## config.mk

```make
export PLATFORM = sky130hd
export DESIGN_NAME = fpca_ctrl
export DESIGN_NICKNAME = d
export VERILOG_FILES = /design/src/rtl/core/fpca_pkg.sv /design/src/rtl/core/fpca_ctrl.sv
export SDC_FILE = /design/constraint.sdc
export NUM_CORES = 1
export LEC_CHECK = 0
export ABC_AREA = 1
export BUFFER_PORTS_ARGS = -buffer_cell sky130_fd_sc_hd__buf_2
export CORE_AREA = 4 4 41 43
export CTS_BUF_LIST = sky130_fd_sc_hd__clkbuf_16
export CTS_CLUSTER_DIAMETER = 80
export DETAILED_ROUTE_END_ITERATION = 8
export DIE_AREA = 0 0 45 47
export GPL_ROUTABILITY_DRIVEN = 1
export HOLD_SLACK_MARGIN = 0.15
export SLEW_MARGIN = 20
export SYNTH_ARGS = -nofsm -noshare
export SYNTH_HDL_FRONTEND = slang
export SYNTH_SLANG_ARGS = --single-unit
```

## constraint.sdc

```tcl
create_clock -name clock -period 1.8 [get_ports clock]
set_input_delay 0.09 -clock clock [delete_from_list [all_inputs] [get_ports clock]]
set_output_delay 0.09 -clock clock [all_outputs]
set_load 0.03 [all_outputs]
```

## src/rtl/core/fpca_pkg.sv

```systemverilog
// shared types, constants and helpers for the pixel color access block
package fpca_pkg;

   localparam int ADDR_BITS  = 16;
   localparam int ROW_STRIDE = 40;
   localparam int COLOUR_OFS = 'h400;
   // luma and colour bytes always differ in this address bit, so it picks the bank
   localparam int BANK_SEL   = $clog2(COLOUR_OFS);
   localparam int BANK_BITS  = ADDR_BITS - 1;
   localparam int BANK_DEPTH = 1 << BANK_BITS;

   localparam int XPOS_W  = 7;
   localparam int YPOS_W  = 8;
   localparam int BYTE_W  = 8;
   localparam int BASE_W  = 16;
   localparam int CSR_IDX_W = 3;
   localparam int NUM_BASE  = 8;

   localparam int UPPER_END = 96;
   localparam int LOWER_END = 100;
   localparam int SPLIT_END = 104;
   localparam int SPLIT_X   = 48;

   localparam int REQ_DATA_W = 40;
   localparam int RSP_DATA_W = 24;

   typedef enum logic [1:0] {
      OP_READ  = 2'd0,
      OP_WRITE = 2'd1,
      OP_RAW   = 2'd2,
      OP_NONE  = 2'd3
   } op_type;

   typedef struct packed {
      logic load;     // capture an accepted item and its addresses
      logic mem_rd;   // read both bytes
      logic commit;   // write back and load the result register
   } fpca_cmd_type;

   // byte address inside a bank: the bank select bit is dropped
   function automatic logic [BANK_BITS-1:0] bank_addr(input logic [ADDR_BITS-1:0] a);
      bank_addr = {a[ADDR_BITS-1:BANK_SEL+1], a[BANK_SEL-1:0]};
   endfunction

endpackage

```

## src/rtl/core/fpca_ctrl.sv

```systemverilog
// controller state machine for the pixel color access block
module fpca_ctrl (
   input  logic                  clock,
   input  logic                  reset,
   input  logic                  req_tvalid,
   output logic                  req_tready,
   output logic                  rsp_tvalid,
   input  logic                  rsp_tready,
   output fpca_pkg::fpca_cmd_type cmd
);

   typedef enum logic [2:0] {
      ST_IDLE = 3'b001,
      ST_RD   = 3'b010,
      ST_WR   = 3'b100
   } state_type;

   state_type state_ff, state_in;
   logic      rsp_valid_ff, rsp_valid_in;
   logic      out_free;

   assign out_free   = !rsp_valid_ff || rsp_tready;
   assign req_tready = (state_ff == ST_IDLE);
   assign rsp_tvalid = rsp_valid_ff;

   always_comb begin
      state_in     = state_ff;
      cmd          = '0;
      rsp_valid_in = rsp_valid_ff && !rsp_tready;
      unique case (state_ff)
         ST_IDLE: begin
            if (req_tvalid) begin
               cmd.load = 1'b1;
               state_in = ST_RD;
            end
         end
         ST_RD: begin
            cmd.mem_rd = 1'b1;
            state_in   = ST_WR;
         end
         ST_WR: begin
            // hold here while the previous result still waits
            if (out_free) begin
               cmd.commit   = 1'b1;
               rsp_valid_in = 1'b1;
               state_in     = ST_IDLE;
            end
         end
         default: begin
            state_in = ST_IDLE;
         end
      endcase
   end

   always_ff @(posedge clock) begin
      if (reset) begin
         state_ff     <= ST_IDLE;
         rsp_valid_ff <= 1'b0;
      end else begin
         state_ff     <= state_in;
         rsp_valid_ff <= rsp_valid_in;
      end
   end

endmodule

```

==> impl_results.md <==
* Via/cell ratio at 3.70
* Mapped Area at 199 um2
* Register area share after synthesis at 40.3%
* Clock insertion delay at the later pin of the skew report at 0.22 ns
* CTS sink count at 4
* Leakage power at 0.000179 uW
* GRT Util Overall at 5.76%
* Layout overhead on the synthesized area at 73.6%
* First-pass GRT wire length at 745 um
* IO Pins at 9
* Status: complete, no violations
* Initial antenna violation count at 0
* Vias in the first global route at 198
* Starting density of the core at 15.3%
* M3 GR Usage at 3.83%
* Worst Setup SP: state_ff[2]$_SDFFE_PP0P_
* Drt drc at 0
* Synth warnings at 0
* GRT busiest layer: met4
* Hold buffers post-CTS at 2
* Clock skew at 0.000724 ns
* Critical path class: register to primary output
* RSZ-0062 raised after global routing: false
* Final critical-path share of the clock period at 66.9%
* Register bit total from synthesis at 4
* Worst vdd ir at 0.416 mV
* Final setup vio count at 0
* Cell variety after synth at 11
* CTS tree: built
* CTS clock-pin slew for the worst setup and hold paths at 0.03 ns
* F_max at 0.830 GHz
* Most frequent cells in the layout: 8 x buf_2, 7 x inv_1, 6 x nor2_1
* Fillers at 156
* Hold Startpoint: rsp_tready
* Die height at 47 um
* Syn nets at 33
* Largest net degree at the start of global routing at 6
* WL/cell at 8.05 um
* CTS HTree Levels at 1
* Clock root cell: clkbuf_16
* Commonest non-fill, non-tap cell in the layout: buf_2
* Grt met1 use at 4.76%
* Die X at 45 um
* HP Class: primary input to register
* Critical path arrival at 1.11 ns
* Max-cap violations at 0
* Vias at 207
* CTS Buf Count at 3
* Setup repair bufs after CTS at 0
* Reg-to-Reg Start: state_ff[1]$_SDFFE_PP0P_
* Hold Vio Cnt, Final at 0
* Cts repair resizes at 0
* Routed Antenna Nets at 0
* Net count, final at 47
* HPWL after detailed placement at 311 um
* Total gr overflow at 0
* Crit path max fanout at 4
* ANT cells at 0
* Clock Tree Buf Depth at 2
* WL final at 451 um
* Routability cong. at 0.671
* Drt first pass iters at 4
* Core Util, Final at 26.5%
* DR iter-0 viols at 6
* Layout cells sized above 1 at 31.7%
* Synth Instances at 29
* Final Critical Period at 1.20 ns
* Slew Viols, Final at 0
* Post-route setup TNS at 0 ns
* Met2 Resource Use GR at 7.63%
* Max-slew headroom at 85.0%
* Core area at 0.00130 mm2
* Synth Area per Inst at 6.86 um2
* # port buffers at 8
* Core Rows at 13
* Pwr/cell area at 1450 mW/mm2
* Startpoint types: register
* Die area at 0.00212 mm2
* Endpoint type of the worst setup path: primary output
* Worst slew pin tran at 0.222 ns
* WP data required at 1.71 ns
==> layer usage <==
layer | wire (um) | up-vias
li1 | - | 111
met1 | 183 | 83
met2 | 180 | 9
met3 | 65 | 4
met4 | 21 | 0
met5 | 0 | -
==> where the power goes <==
group | internal [uW] | switching [uW] | total, uW
clock | 284 | 61.5 | 345
sequential | 94.5 | 5.29 | 99.8
combinational | 19.5 | 35.8 | 55.3
==> cell type report <==
type | count | area (um2) | area share [%]
inverters | 7 | 26.3 | 7.61
multi-input cells | 17 | 85.1 | 24.6
clock buffers | 3 | 75.1 | 21.7
well taps | 15 | 18.8 | 5.43
repair buffers | 10 | 60.1 | 17.4
flip-flops and latches | 4 | 80.1 | 23.2
==> kinds of logic after synthesis <==
| group | share of synthesized area (%) |
|---|---|
| buffers and inverters | 17.0 |
| DFF | 40.3 |
| AOI/OAI and AO/OA | 5.03 |
| and+or+nand+nor | 37.7 |
==> state kept, by name, indices dropped and copies added, names as in the netlist <==
register    flops
state_ff        3
rsp_tvalid      1
==> critical path, stage by stage (launching register included) <==
cell and delay, ns:
dfxtp_1 0.35, inv_1 0.08, nor4_1 0.22, buf_2 0.24
==> worst paths after layout <==
path	slack (ns)	endpoint	cells after the start
max	0.60	cmd[0]	3
min	0.20	state_ff[2]$_SDFFE_PP0P_	4
max reg2reg	0.97	state_ff[0]$_SDFFE_PP1P_	5
min reg2reg	0.54	state_ff[2]$_SDFFE_PP0P_	2
==> stage by stage <==
stage / area, um2 / cells / setup WS, ns / power, uW / hold slack (ns)
3_3_place_gp: 250 / 51 / 0.803 / 153 / 0.297
3_5_place_dp: 250 / 51 / 0.815 / 153 / 0.300
5_1_grt: 345 / 56 / 0.434 / 524 / 0.230
4_1_cts: 345 / 56 / 0.573 / 507 / 0.203
6_report: 345 / 56 / 0.596 / 500 / 0.202
2_1_floorplan: 199 / 29 / 0.252 / 138 / 0.159
==> synthesized netlist by cell type <==
library cell / count / share of area (%)
inv_1: 7 / 13
nor2_1: 6 / 11
dfxtp_1: 4 / 40
nand2_1: 4 / 7.5
a21oi_1: 2 / 5.0
buf_4: 1 / 3.8
nand3_1: 1 / 2.5
nand3_2: 1 / 5.0
nor2_4: 1 / 5.7
nor3_1: 1 / 2.5
nor4_1: 1 / 3.1
Power figures use the tool's default switching activity.
